`src/rtl/hall_pulse_tachometer_ema_macros.svh`:
```
// assertion macros shared by the tachometer rtl
// expects clk and rst_n in the scope of each use
`ifndef HALL_PULSE_TACHOMETER_EMA_MACROS_SVH
`define HALL_PULSE_TACHOMETER_EMA_MACROS_SVH

`ifndef NO_ASSERTIONS

`define HPT_ASSERT(lbl, prop) \
    lbl: assert property (@(posedge clk) disable iff (!rst_n) prop) \
        else $error("hpt assertion failed");

`define HPT_ASSERT_NEVER(lbl, expr) \
    lbl: assert property (@(posedge clk) disable iff (!rst_n) !(expr)) \
        else $error("hpt forbidden condition seen");

`else

`define HPT_ASSERT(lbl, prop)

`define HPT_ASSERT_NEVER(lbl, expr)

`endif

`endif

```
`src/rtl/hpt_pkg.sv`:
```
// types, widths and register codes for the hall pulse tachometer
// no dependencies
package hpt_pkg;

    localparam int TIME_W     = 32;
    localparam int CNT_W      = 32;
    localparam int FRAC_BITS  = 8;
    localparam int PPS_W      = 28;
    localparam int RPM_W      = 34;
    localparam int WEIGHT_W   = 9;
    localparam int WEIGHT_FRAC = 8;

    // raw pulse rate: count * 1000 in fixed point, below 2^50
    localparam int PRAW_W     = CNT_W + 10 + FRAC_BITS;
    // shared divider: widest dividend is the raw pulse rate times 60
    localparam int DIV_NUM_W  = PRAW_W + 6;
    localparam int DIV_DEN_W  = TIME_W;

    localparam int CFG_ADDR_W = 8;
    localparam int CFG_DATA_W = 20;

    localparam logic [CFG_ADDR_W-1:0] CFG_MIN_EDGE = 8'd0;
    localparam logic [CFG_ADDR_W-1:0] CFG_WINDOW   = 8'd1;
    localparam logic [CFG_ADDR_W-1:0] CFG_PPR      = 8'd2;
    localparam logic [CFG_ADDR_W-1:0] CFG_WEIGHT   = 8'd3;

    localparam logic [19:0]         MIN_EDGE_RST = 20'd1000;
    localparam logic [15:0]         WINDOW_RST   = 16'd250;
    localparam logic [7:0]          PPR_RST      = 8'd2;
    localparam logic [WEIGHT_W-1:0] WEIGHT_RST   = 9'd77;
    localparam logic [WEIGHT_W-1:0] WEIGHT_ONE   = 9'd256;

    localparam logic [0:0] OP_EDGE = 1'b0;
    localparam logic [0:0] OP_POLL = 1'b1;

    typedef struct packed {
        logic [0:0]        opcode;
        logic [TIME_W-1:0] now_us;
        logic [TIME_W-1:0] now_ms;
    } in_t;

    typedef struct packed {
        logic [PPS_W-1:0] smoothed_pps_q8;
        logic [RPM_W-1:0] smoothed_rpm_q8;
        logic [CNT_W-1:0] window_pulses;
    } out_t;

    typedef struct packed {
        logic [19:0]         min_edge_interval_us;
        logic [15:0]         window_length_ms;
        logic [7:0]          pulses_per_turn;
        logic [WEIGHT_W-1:0] smoothing_weight_q8;
    } cfg_t;

    typedef struct packed {
        logic                 start;
        logic [DIV_NUM_W-1:0] num;
        logic [DIV_DEN_W-1:0] den;
    } div_req_t;

    typedef struct packed {
        logic                 done;
        logic [DIV_NUM_W-1:0] quot;
    } div_rsp_t;

endpackage

```
`src/rtl/hpt_cfg.sv`:
```
// configuration register file of the tachometer
// depends on hpt_pkg
module hpt_cfg
    import hpt_pkg::*;
(
    input  logic                  clk,
    input  logic                  rst_n,
    input  logic                  cfg_valid,
    output logic                  cfg_ready,
    input  logic [CFG_ADDR_W-1:0] cfg_index,
    input  logic [CFG_DATA_W-1:0] cfg_value,
    output cfg_t                  cfg
);

    cfg_t cfg_reg;
    cfg_t cfg_next;

    assign cfg_ready = 1'b1;
    assign cfg       = cfg_reg;

    always_comb
    begin
        cfg_next = cfg_reg;
        if (cfg_valid)
        begin
            unique case (cfg_index)
                CFG_MIN_EDGE: cfg_next.min_edge_interval_us = cfg_value[19:0];
                CFG_WINDOW:   cfg_next.window_length_ms     = cfg_value[15:0];
                CFG_PPR:      cfg_next.pulses_per_turn      = cfg_value[7:0];
                CFG_WEIGHT:   cfg_next.smoothing_weight_q8  = cfg_value[WEIGHT_W-1:0];
                default:      cfg_next = cfg_reg;
            endcase
        end
    end

    always_ff @(posedge clk or negedge rst_n)
    begin
        if (!rst_n)
        begin
            cfg_reg.min_edge_interval_us <= MIN_EDGE_RST;
            cfg_reg.window_length_ms     <= WINDOW_RST;
            cfg_reg.pulses_per_turn      <= PPR_RST;
            cfg_reg.smoothing_weight_q8  <= WEIGHT_RST;
        end
        else
        begin
            cfg_reg <= cfg_next;
        end
    end

endmodule

```
`src/rtl/hpt_div.sv`:
```
// shared serial divider, one quotient bit per cycle, rounds half up
// depends on hpt_pkg and the assertion macro header
`include "hall_pulse_tachometer_ema_macros.svh"

module hpt_div
    import hpt_pkg::*;
(
    input  logic     clk,
    input  logic     rst_n,
    input  div_req_t req,
    output div_rsp_t rsp
);

    localparam int CNT_BITS = $clog2(DIV_NUM_W + 1);

    logic                 busy_reg;
    logic                 busy_next;
    logic                 done_reg;
    logic                 done_next;
    logic [CNT_BITS-1:0]  cnt_reg;
    logic [CNT_BITS-1:0]  cnt_next;
    logic [DIV_DEN_W-1:0] rem_reg;
    logic [DIV_DEN_W-1:0] rem_next;
    logic [DIV_DEN_W-1:0] den_reg;
    logic [DIV_DEN_W-1:0] den_next;
    logic [DIV_NUM_W-1:0] quo_reg;
    logic [DIV_NUM_W-1:0] quo_next;
    logic [DIV_NUM_W-1:0] quot_reg;
    logic [DIV_NUM_W-1:0] quot_next;

    logic [DIV_DEN_W:0]   shifted;
    logic [DIV_DEN_W+1:0] diff;
    logic                 fits;
    logic                 round_up;

    // partial remainder with next dividend bit, trial subtract
    assign shifted  = {rem_reg, quo_reg[DIV_NUM_W-1]};
    assign diff     = {1'b0, shifted} - {2'b00, den_reg};
    assign fits     = ~diff[DIV_DEN_W+1];
    assign round_up = ({rem_reg, 1'b0} >= {1'b0, den_reg});

    always_comb
    begin
        busy_next = busy_reg;
        done_next = 1'b0;
        cnt_next  = cnt_reg;
        rem_next  = rem_reg;
        den_next  = den_reg;
        quo_next  = quo_reg;
        quot_next = quot_reg;
        if (req.start)
        begin
            busy_next = 1'b1;
            cnt_next  = CNT_BITS'(DIV_NUM_W);
            rem_next  = '0;
            den_next  = req.den;
            quo_next  = req.num;
        end
        else if (busy_reg)
        begin
            if (cnt_reg != '0)
            begin
                rem_next = fits ? diff[DIV_DEN_W-1:0] : shifted[DIV_DEN_W-1:0];
                quo_next = {quo_reg[DIV_NUM_W-2:0], fits};
                cnt_next = cnt_reg - CNT_BITS'(1);
            end
            else
            begin
                quot_next = quo_reg + DIV_NUM_W'(round_up);
                done_next = 1'b1;
                busy_next = 1'b0;
            end
        end
    end

    always_ff @(posedge clk or negedge rst_n)
    begin
        if (!rst_n)
        begin
            busy_reg <= 1'b0;
            done_reg <= 1'b0;
            cnt_reg  <= '0;
        end
        else
        begin
            busy_reg <= busy_next;
            done_reg <= done_next;
            cnt_reg  <= cnt_next;
        end
    end

    always_ff @(posedge clk)
    begin
        rem_reg  <= rem_next;
        den_reg  <= den_next;
        quo_reg  <= quo_next;
        quot_reg <= quot_next;
    end

    assign rsp.done = done_reg;
    assign rsp.quot = quot_reg;

    `HPT_ASSERT(a_div_start_idle, req.start |-> !busy_reg)
    `HPT_ASSERT(a_div_done_pulse, done_reg |=> !done_reg)
    `HPT_ASSERT(a_div_round_step, (busy_reg && cnt_reg == '0 && !req.start) |=> done_reg)

endmodule

```
`src/rtl/hall_pulse_tachometer_ema.sv`:
```
// top level of the hall pulse tachometer with moving average
// depends on hpt_pkg, hpt_cfg, hpt_div and the assertion macro header
//
// usage:
//   in_valid/in_stall/in_data carry requests: an edge (opcode 0) or a poll
//   (opcode 1), each with microsecond and millisecond time stamps.
//   out_valid/out_stall/out_data return one result per evaluated poll.
//   cfg_valid/cfg_ready/cfg_index/cfg_value write the four settings; ready
//   is always high, writes belong to idle periods.
// timing:
//   edges, and polls that come too early, leave in_stall low, so they may
//   arrive back to back.
//   an evaluated poll takes two passes of the shared serial divider (56
//   quotient bits plus a rounding step each) and two smoothing steps, no
//   pass with a zero window and one with no pulses per turn; in_stall
//   falls in the same cycle as out_valid rises.
// reset:
//   counters, time marks and averages clear to zero, settings return to
//   their defaults, no result is pending.
// stall:
//   a result waits in the output register; a further result waits in the
//   sequencer until the register frees, stalling the input side meanwhile.
`include "hall_pulse_tachometer_ema_macros.svh"

module hall_pulse_tachometer_ema
    import hpt_pkg::*;
(
    input  logic                  clk,
    input  logic                  rst_n,
    input  logic                  in_valid,
    output logic                  in_stall,
    input  in_t                   in_data,
    output logic                  out_valid,
    input  logic                  out_stall,
    output out_t                  out_data,
    input  logic                  cfg_valid,
    output logic                  cfg_ready,
    input  logic [CFG_ADDR_W-1:0] cfg_index,
    input  logic [CFG_DATA_W-1:0] cfg_value
);

    localparam logic [2:0] ST_IDLE  = 3'd0;
    localparam logic [2:0] ST_LOAD  = 3'd1;
    localparam logic [2:0] ST_DIV1  = 3'd2;
    localparam logic [2:0] ST_SCALE = 3'd3;
    localparam logic [2:0] ST_DIV2  = 3'd4;
    localparam logic [2:0] ST_EMA_P = 3'd5;
    localparam logic [2:0] ST_EMA_R = 3'd6;
    localparam logic [2:0] ST_EMIT  = 3'd7;

    localparam int EMA_PROD_W = RPM_W + WEIGHT_W;
    localparam int EMA_SUM_W  = EMA_PROD_W + 1;

    cfg_t     cfg;
    div_req_t div_req;
    div_rsp_t div_rsp;

    logic [2:0]        state_reg;
    logic [2:0]        state_next;
    logic [TIME_W-1:0] last_edge_reg;
    logic [TIME_W-1:0] last_edge_next;
    logic [CNT_W-1:0]  pulse_total_reg;
    logic [CNT_W-1:0]  pulse_total_next;
    logic [TIME_W-1:0] last_eval_reg;
    logic [TIME_W-1:0] last_eval_next;
    logic [CNT_W-1:0]  snapshot_reg;
    logic [CNT_W-1:0]  snapshot_next;
    logic [PPS_W-1:0]  pps_avg_reg;
    logic [PPS_W-1:0]  pps_avg_next;
    logic [RPM_W-1:0]  rpm_avg_reg;
    logic [RPM_W-1:0]  rpm_avg_next;
    logic              out_valid_reg;
    logic              out_valid_next;

    logic [CNT_W-1:0]  delta_reg;
    logic [CNT_W-1:0]  delta_next;
    logic [TIME_W-1:0] win_reg;
    logic [TIME_W-1:0] win_next;
    logic [PRAW_W-1:0] pps_raw_reg;
    logic [PRAW_W-1:0] pps_raw_next;
    logic [RPM_W-1:0]  rpm_raw_reg;
    logic [RPM_W-1:0]  rpm_raw_next;
    out_t              out_reg;
    out_t              out_next;

    logic                  in_take;
    logic [TIME_W-1:0]     edge_dt;
    logic [TIME_W-1:0]     poll_win;
    logic [DIV_NUM_W-1:0]  delta_ext;
    logic [DIV_NUM_W-1:0]  pps_num;
    logic [DIV_NUM_W-1:0]  pps_ext;
    logic [DIV_NUM_W-1:0]  rpm_num;
    logic [PPS_W-1:0]      pps_sat;
    logic [WEIGHT_W-1:0]   w_new;
    logic [WEIGHT_W-1:0]   w_keep;
    logic [RPM_W-1:0]      ema_avg;
    logic [RPM_W-1:0]      ema_in;
    logic [EMA_PROD_W-1:0] prod_keep;
    logic [EMA_PROD_W-1:0] prod_new;
    logic [EMA_SUM_W-1:0]  ema_sum;
    logic [RPM_W-1:0]      ema_out;
    logic                  out_free;

    hpt_cfg u_cfg (
        .clk       (clk),
        .rst_n     (rst_n),
        .cfg_valid (cfg_valid),
        .cfg_ready (cfg_ready),
        .cfg_index (cfg_index),
        .cfg_value (cfg_value),
        .cfg       (cfg)
    );

    hpt_div u_div (
        .clk   (clk),
        .rst_n (rst_n),
        .req   (div_req),
        .rsp   (div_rsp)
    );

    assign in_stall  = (state_reg != ST_IDLE);
    assign in_take   = in_valid && !in_stall;
    assign out_valid = out_valid_reg;
    assign out_data  = out_reg;
    assign out_free  = !out_valid_reg || !out_stall;

    assign edge_dt  = in_data.now_us - last_edge_reg;
    assign poll_win = in_data.now_ms - last_eval_reg;

    // count * 1000, then into Q.8
    assign delta_ext = DIV_NUM_W'(delta_reg);
    assign pps_num   = ((delta_ext << 10) - (delta_ext << 4) - (delta_ext << 3)) << FRAC_BITS;
    // raw pulse rate * 60
    assign pps_ext   = DIV_NUM_W'(pps_raw_reg);
    assign rpm_num   = (pps_ext << 6) - (pps_ext << 2);

    assign pps_sat = (pps_raw_reg[PRAW_W-1:PPS_W] != '0) ? {PPS_W{1'b1}}
                                                           : pps_raw_reg[PPS_W-1:0];

    // shared smoothing step, weight capped at one
    assign w_new   = (cfg.smoothing_weight_q8 > WEIGHT_ONE) ? WEIGHT_ONE
                                                            : cfg.smoothing_weight_q8;
    assign w_keep  = WEIGHT_ONE - w_new;
    assign ema_avg = (state_reg == ST_EMA_P) ? RPM_W'(pps_avg_reg) : rpm_avg_reg;
    assign ema_in  = (state_reg == ST_EMA_P) ? RPM_W'(pps_sat) : rpm_raw_reg;
    assign prod_keep = EMA_PROD_W'(ema_avg) * EMA_PROD_W'(w_keep);
    assign prod_new  = EMA_PROD_W'(ema_in) * EMA_PROD_W'(w_new);
    assign ema_sum   = EMA_SUM_W'(prod_keep) + EMA_SUM_W'(prod_new)
                     + EMA_SUM_W'(1 << (WEIGHT_FRAC - 1));
    assign ema_out   = ema_sum[WEIGHT_FRAC +: RPM_W];

    always_comb
    begin
        state_next       = state_reg;
        last_edge_next   = last_edge_reg;
        pulse_total_next = pulse_total_reg;
        last_eval_next   = last_eval_reg;
        snapshot_next    = snapshot_reg;
        pps_avg_next     = pps_avg_reg;
        rpm_avg_next     = rpm_avg_reg;
        delta_next       = delta_reg;
        win_next         = win_reg;
        pps_raw_next     = pps_raw_reg;
        rpm_raw_next     = rpm_raw_reg;
        out_next         = out_reg;
        out_valid_next   = out_valid_reg && out_stall;
        div_req.start    = 1'b0;
        div_req.num      = pps_num;
        div_req.den      = win_reg;

        unique case (state_reg)
            ST_IDLE:
            begin
                if (in_take)
                begin
                    if (in_data.opcode == OP_EDGE)
                    begin
                        if (edge_dt >= TIME_W'(cfg.min_edge_interval_us))
                        begin
                            last_edge_next   = in_data.now_us;
                            pulse_total_next = pulse_total_reg + CNT_W'(1);
                        end
                    end
                    else if (poll_win >= TIME_W'(cfg.window_length_ms))
                    begin
                        last_eval_next = in_data.now_ms;
                        delta_next     = pulse_total_reg - snapshot_reg;
                        snapshot_next  = pulse_total_reg;
                        win_next       = poll_win;
                        state_next     = ST_LOAD;
                    end
                end
            end
            ST_LOAD:
            begin
                if (win_reg == '0)
                begin
                    pps_raw_next = '0;
                    rpm_raw_next = '0;
                    state_next   = ST_EMA_P;
                end
                else
                begin
                    div_req.start = 1'b1;
                    state_next    = ST_DIV1;
                end
            end
            ST_DIV1:
            begin
                if (div_rsp.done)
                begin
                    pps_raw_next = div_rsp.quot[PRAW_W-1:0];
                    state_next   = ST_SCALE;
                end
            end
            ST_SCALE:
            begin
                div_req.num = rpm_num;
                div_req.den = DIV_DEN_W'(cfg.pulses_per_turn);
                if (cfg.pulses_per_turn == '0)
                begin
                    rpm_raw_next = '0;
                    state_next   = ST_EMA_P;
                end
                else
                begin
                    div_req.start = 1'b1;
                    state_next    = ST_DIV2;
                end
            end
            ST_DIV2:
            begin
                if (div_rsp.done)
                begin
                    rpm_raw_next = (div_rsp.quot[DIV_NUM_W-1:RPM_W] != '0) ? {RPM_W{1'b1}}
                                                                       : div_rsp.quot[RPM_W-1:0];
                    state_next   = ST_EMA_P;
                end
            end
            ST_EMA_P:
            begin
                pps_avg_next = ema_out[PPS_W-1:0];
                state_next   = ST_EMA_R;
            end
            ST_EMA_R:
            begin
                rpm_avg_next = ema_out;
                state_next   = ST_EMIT;
            end
            ST_EMIT:
            begin
                if (out_free)
                begin
                    out_next.smoothed_pps_q8 = pps_avg_reg;
                    out_next.smoothed_rpm_q8 = rpm_avg_reg;
                    out_next.window_pulses   = delta_reg;
                    out_valid_next           = 1'b1;
                    state_next               = ST_IDLE;
                end
            end
            default:
            begin
                state_next = ST_IDLE;
            end
        endcase
    end

    always_ff @(posedge clk or negedge rst_n)
    begin
        if (!rst_n)
        begin
            state_reg       <= ST_IDLE;
            last_edge_reg   <= '0;
            pulse_total_reg <= '0;
            last_eval_reg   <= '0;
            snapshot_reg    <= '0;
            pps_avg_reg     <= '0;
            rpm_avg_reg     <= '0;
            out_valid_reg   <= 1'b0;
        end
        else
        begin
            state_reg       <= state_next;
            last_edge_reg   <= last_edge_next;
            pulse_total_reg <= pulse_total_next;
            last_eval_reg   <= last_eval_next;
            snapshot_reg    <= snapshot_next;
            pps_avg_reg     <= pps_avg_next;
            rpm_avg_reg     <= rpm_avg_next;
            out_valid_reg   <= out_valid_next;
        end
    end

    always_ff @(posedge clk)
    begin
        delta_reg   <= delta_next;
        win_reg     <= win_next;
        pps_raw_reg <= pps_raw_next;
        rpm_raw_reg <= rpm_raw_next;
        out_reg     <= out_next;
    end

    `HPT_ASSERT(a_out_from_emit, $rose(out_valid_reg) |-> $past(state_reg == ST_EMIT))
    `HPT_ASSERT(a_div_done_in_wait,
        div_rsp.done |-> (state_reg == ST_DIV1 || state_reg == ST_DIV2))
    `HPT_ASSERT(a_pulse_step_one,
        (pulse_total_reg != $past(pulse_total_reg))
            |-> (pulse_total_reg == $past(pulse_total_reg) + CNT_W'(1)))

endmodule

```
`config.mk`:
```
export PLATFORM = sky130hd
export DESIGN_NAME = hall_pulse_tachometer_ema
export DESIGN_NICKNAME = d
export VERILOG_FILES = /design/src/rtl/hpt_pkg.sv /design/src/rtl/hpt_cfg.sv /design/src/rtl/hpt_div.sv /design/src/rtl/hall_pulse_tachometer_ema.sv
export VERILOG_INCLUDE_DIRS = /design/src /design/src/rtl
export SDC_FILE = /design/constraint.sdc
export NUM_CORES = 2
export LEC_CHECK = 0
export BUFFER_PORTS_ARGS = -buffer_cell sky130_fd_sc_hd__buf_2
export CAP_MARGIN = 5
export CORE_ASPECT_RATIO = 1.4
export CORE_MARGIN = 4
export CORE_UTILIZATION = 40
export DETAILED_ROUTE_END_ITERATION = 16
export GPL_TIMING_DRIVEN = 0
export PLACE_DENSITY = 0.63
export SLEW_MARGIN = 20
export SYNTH_ARGS = -nofsm -noshare
export SYNTH_HDL_FRONTEND = slang
export SYNTH_SLANG_ARGS = --single-unit
```
`constraint.sdc`:
```
create_clock -name clk -period 9.4 [get_ports clk]
set_input_delay 0.47 -clock clk [delete_from_list [all_inputs] [get_ports clk]]
set_output_delay 0.47 -clock clk [all_outputs]
set_load 0.03 [all_outputs]
```
* Word level (Yosys, flattened, before mapping)
Index checks and enable logic that the tools add are counted.
Storage, ports and cells: register bits 673, word-level logic and storage cells 139, output and inout port bits 97
Operators by class: magnitude comparators 4, bitwise operators 4, mux-type cells 40, $mul 2, reduce and logical (&&, ||, !) cells 31, eq/ne operators 18, add/sub/neg operators 13
Operators by type and width (number):
- $mux W34 | 6
- $mux W56 | 3
- $pmux W34 S3 | 1
- $mux W50 | 2
- $pmux W50 S2 | 1
- $sub A32 B32 Y32 | 3
- $mux W88 | 1
- $mul A34 B9 Y42 | 2
- $add A56 B1 Y56 | 1
- $sub A56 B52 Y56 | 1
- $reduce_bool A22 Y1 | 2
- $sub A43 B36 Y44 | 1
- $sub A42 B36 Y43 | 1
- $add A42 B42 Y42 | 1
- $add A42 B8 Y42 const B | 1
- $sub A33 B32 Y34 | 1
- $ge A33 B32 Y1 | 1
- $add A32 B1 Y32 const B | 1
- $ge A32 B16 Y1 | 1
- $ge A32 B20 Y1 | 1
- $logic_not A32 Y1 | 1
- $mux W32 | 1
- $mux W28 | 1
- $pmux W3 S8 | 1
- 28 further kinds | 76

* Longest topological paths before layout
depth in word-level cells 6, depth in mapped cells 33, gate-level depth less buffers 31

* Cells and area by module
A second synthesis with hierarchy kept.
Second synthesis, totals: cells, all modules 6236, area total of the unflattened synthesis 59911.2 um^2
Modules (own cells, without submodules):
- hall_pulse_tachometer_ema | seq. area each 12121.6 um^2, cells an instance 5305, times used 1, area each 48336.4 um^2
- hpt_div | seq. area each 5165.0 um^2, cells an instance 814, times used 1, area each 9445.3 um^2
- hpt_cfg | seq. area each 1347.5 um^2, cells an instance 117, times used 1, area each 2129.5 um^2

* Least setup slack after synthesis
Ideal clock, no wire load.
path kind register to register, start point reg u_cfg.cfg_reg (netlist bit u_cfg.cfg[8]), end point reg rpm_avg_reg[33], setup time 0.087 ns, required time 9.313 ns, arrival time 8.305 ns, stages on the path, launching flop included 29, slack 1.008 ns, clock period less this slack 8.392 ns, buffers on the path 3, cells stage by stage dfrtp_1 clkbuf_1 nor2b_1 clkbuf_1 or4_1 xnor2_1 clkbuf_1 nor2_1 fa_1 inv_1 fa_1 fa_1 inv_1 fa_1 fa_1 fa_1 ha_1 nand4_1 nor3_1 or3b_2 o21ai_0 o21ai_1 a2111oi_0 nor3_1 nor3_1 a211oi_1 o21ai_1 mux2_2 o211ai_1
On the way: cells in the longest elaborated chain, start to end 6, elaborated cells on any way between the ends 7
Ends and longest elaborated chain:
- start: declaration | line hpt_cfg.sv:15 | cfg_t cfg_reg;
- start signal: assignment | line hpt_cfg.sv:47 | cfg_reg <= cfg_next;
- $gt A9 B9 Y1 | line hall_pulse_tachometer_ema.sv:141 | assign w_new = (cfg.smoothing_weight_q8 > WEIGHT_ONE) ? WEIGHT_ONE
- $mux W9 * | line hall_pulse_tachometer_ema.sv:141
- $sub A9 B9 Y9 | line hall_pulse_tachometer_ema.sv:143 | assign w_keep = WEIGHT_ONE - w_new;
- $mul A34 B9 Y42 | line hall_pulse_tachometer_ema.sv:146 | assign prod_keep = EMA_PROD_W'(ema_avg) * EMA_PROD_W'(w_keep);
- $add A42 B42 Y42 * | line hall_pulse_tachometer_ema.sv:148 | assign ema_sum = EMA_SUM_W'(prod_keep) + EMA_SUM_W'(prod_new)
- $add A42 B8 Y42 * | line hall_pulse_tachometer_ema.sv:149 | + EMA_SUM_W'(1 << (WEIGHT_FRAC - 1));
- end signal: assignment | line hall_pulse_tachometer_ema.sv:289 | rpm_avg_reg <= rpm_avg_next;
- end: declaration | line hall_pulse_tachometer_ema.sv:70 | logic [RPM_W-1:0] rpm_avg_reg;
Every way passes the cells marked *; elsewhere a longest branch is shown, timed or not. A chain may end at the register's enable or synchronous reset.

* Worst setup path in the final report
start point reg state_reg[2], end point reg rpm_avg_reg[29]
On the way: cells in the longest elaborated chain, start to end 5, elaborated cells on any way between the ends 8
Ends and longest elaborated chain:
- start: declaration | line hall_pulse_tachometer_ema.sv:58 | logic [2:0] state_reg;
- start signal: assignment | line hall_pulse_tachometer_ema.sv:283 | state_reg <= state_next;
- $eq A3 B3 Y1 | line hall_pulse_tachometer_ema.sv:144, hall_pulse_tachometer_ema.sv:145
- $mux W34, on equally long branches | line hall_pulse_tachometer_ema.sv:144, hall_pulse_tachometer_ema.sv:145
- $mul A34 B9 Y42, on equally long branches | line hall_pulse_tachometer_ema.sv:146, hall_pulse_tachometer_ema.sv:147
- $add A42 B42 Y42 | line hall_pulse_tachometer_ema.sv:148
- $add A42 B8 Y42 | line hall_pulse_tachometer_ema.sv:149
Several ways; a longest one is shown, not always the timed one.

==> impl_results.md <==
- H-tree depth: 3
- CTS tree: done
- GRT Resource Usage Total: 21.6%
- CP arrival: between 9 and 10 ns
- Synth Flop Type: edfxtp_1
- Final Cycle Share: a little over nine tenths
- Post-synth top cells: inv_1 (931), nand2_1 (793), fa_1 (526)
- Clk_lat worst skew: 0.70 ns
- RD Place Congestion: slightly above 0.9
- Layout cells sized above 1: under 10%
- Worst-path maximum fanout: 10
- Avg WL per Cell: just under 20 um
- Initial Util: roughly 40%
- Die area: roughly 150000 um2
- Peak VDD IR: 208 uV
- Synth area leaders: edfxtp_1 (20%), fa_1 (18%), dfrtp_1 (10%)
- Sequential area share after synthesis: between 30% and 40%
- #FFs+latches synth: between 600 and 700
- I/O Pins: between 150 and 200
- Max reg flops: 94
- Post-detail-place hpwl: 138000 um
- Critical path endpoint category: register
- Placed Area: between 60000 and 70000 um2
- # setup viols final: 0
- Antenna Nets Post-Route: 0
- Post-synth EDFFs: 386
- Initial antenna violation count: 15
- Total grt overflow: 0
- Syn avg cell area: 9.50 um2
- Worst path most repeated cell: fa_1
- Max-Cap Viols: 0
- PD cells: approximately 320 nW/um2
- Fin cells: about 8600
- Drt total wl: 168000 um
- Synth area leader: edfxtp_1
- Status: complete, no violations
- Netlist Area Pre-Place: roughly 59000 um2
- First-pass GRT wire length: ~260000 um
- PortBufs: approximately 190
- Syn nets: about 7300
- Type of origin of the critical path: register
- RSZ-0062 raised after global routing: false
- Slew Limit Fails: 0
- Post-layout min period: ~9.1 ns
- Number of global-route vias before repair: approximately 48000
- Die span in x: 334 um
- Placed Instances: ~8400
- Synth cell types: about 100
- Clock transition at the registers of the reported paths: 0.06 ns
- Post-route cell area: between 60000 and 70000 um2
- Chip Height: 464 um
- Core area: approximately 150000 um2
- Buf/Inv on CP: 9
- Final hold viol count: 0
- Vias: 45700
- Slew @ Worst Pin: approximately 1.1 ns
- Clk buf depth: 3
- Worst Slack Setup Final: around 0.30 ns
- DRT iter0 DRCs: roughly 2800
- P_leak: about 0.030 uW
- Crit path max-delay family: adder cells
- Inserted Clock Buffers: 75
- Final nets: between 7000 and 8000
- Critical path class: reg2reg
- Via-to-Cell Ratio: 5.30
- Most common cell in the synthesized netlist: inv_1
- Post-synth top area share: approximately 20%
- Hold Crit Class: in2reg
- Required @ worst endpoint: 9.93 ns
- Pin count of the biggest net entering global routing: 76
- Clk_skew: 0.0416 ns
- Yosys warnings: 0
- FMAX: roughly 110 MHz
- CP max-delay cell: fa_1
- Share of flip-flops with an asynchronous set or reset: between 30% and 40%
- CP peak stage delay: between 0.5 and 0.6 ns
- Root buffer cell: clkbuf_16
- Place WS: -2.26 ns
- Layout area overhead: 12.6%
- Fillers: roughly 14000
- CTS sink cnt: between 600 and 700
- TritonRoute pass-1 iters: 7
- Cell Rows: around 170
- DRC viols: 0
- Mapped Cells: about 6300
- Slew HR: 26.4%
## path summary, 6_finish.rpt
path / from / to / slack (ns) / depth (start not counted)
max: state_reg[2] / rpm_avg_reg[29] / 0.30 / 31
min: in_data[53] / last_edge_reg[21] / 0.04 / 2
max reg2reg: state_reg[2] / rpm_avg_reg[29] / 0.30 / 31
min reg2reg: delta_reg[31] / out_data[31] / 0.47 / 0
max in group asynchronous: rst_n / pulse_total_reg[15] / 8.02 / 4
min in group asynchronous: rst_n / last_eval_reg[17] / 0.29 / 2
## report_power, final
part / switching (uW) / total, uW / internal, uW / leakage (uW)
logic: 8120 / 13500 / 5360 / 0.0222
clock network: 1320 / 3140 / 1810 / 0.00127
registers: 539 / 4690 / 4150 / 0.00697
## placed cells by master, fill, tap and decap left out, drive strengths merged, types with 34 or more instances in the layout
cell           n
nor2         414
inv          935
or3           36
a31oi         49
mux2         130
fa           526
nor3          81
o22a          34
edfxtp       386
a21o         103
and3          97
clkbuf       275
nand3        115
nand2        793
o21ai        282
and2          95
dfrtp        238
a211oi        42
nor4          46
xnor2        220
nor2b         49
mux2i         57
ha           391
nand2b        59
nand4         41
o21a          80
dlygate4sd3   58
xor2         123
a21oi        255
buf          260
## worst reg2reg max path, delay by kind of cell, from the launching register on
family                     cells  cell delay, ns
DFF                            1            0.35
adders and majority gates      7            3.50
muxes                          1            0.47
and+or+nand+nor                6            0.88
AOI/OAI and AO/OA              7            1.85
buffers and inverters          9            1.73
xor gates and xnor gates       1            0.18
## routing by layer
metal  GRT usage [%]  share of wire [%]  vias to the layer above
met4            10.2                5.1                        6
met5               0              0.024                        -
li1                -                  -                    21700
met1            24.1                 38                    22400
met2            40.1                 52                     1244
met3            3.14                5.1                      369
## area by class of cell
class / instances / area (um2) / area share, %
Antenna cell: 8 / 20.0 / 0.0299
Multi-Input combinational cell: 4428 / 36700 / 54.8
Clock buffer: 96 / 2080 / 3.11
Tap cell: 1943 / 2430 / 3.64
Inverter: 932 / 3500 / 5.24
Sequential cell: 673 / 18600 / 27.9
Timing Repair Buffer: 285 / 2020 / 3.02
Buffer: 212 / 965 / 1.44
Clock inverter: 43 / 538 / 0.805
## per-stage QoR
| stage | power [uW] | hold slack (ns) | utilization (%) | TNS [ns] |
|---|---|---|---|---|
| after floorplan | 14300 | 0.174 | - | 0 |
| after CTS | 21400 | 0.000493 | 45.2 | 0 |
| after global routing | 23200 | 0.0289 | 45.3 | 0 |
| after global placement | 17700 | 0.461 | 42.5 | -107.60 |
| final | 21300 | 0.0449 | 45.3 | 0 |
| after detailed placement | 18000 | 0.424 | 42.8 | -52.48 |
## timing repair
action / in CTS / in global routing
pin swaps: 5 / 5
setup buffers: 10 / 5
endpoints found under the hold margin: 105 / 0
setup endpoints to repair: 50 / 13
hold buffers: 58 / 0
cloned: 0 / 0
gates resized for setup: 68 / 37
## kinds of logic (layout without fill, tap and decap cells)
kind of cell / after synthesis / after routing / share of synthesized area, %
AND/OR/NAND/NOR: 1894 / 1894 / 14.7
buffers and inverters: 1149 / 1568 / 7.42
AO/OA/AOI/OAI: 1086 / 1086 / 11.8
adder cells (fa/ha/maj): 917 / 917 / 26.0
flip-flops: 673 / 673 / 31.4
XOR/XNOR: 343 / 343 / 5.06
multiplexers: 187 / 187 / 3.68
other: 1 / 9 / 0.00631
Power figures use the tool's default switching activity.
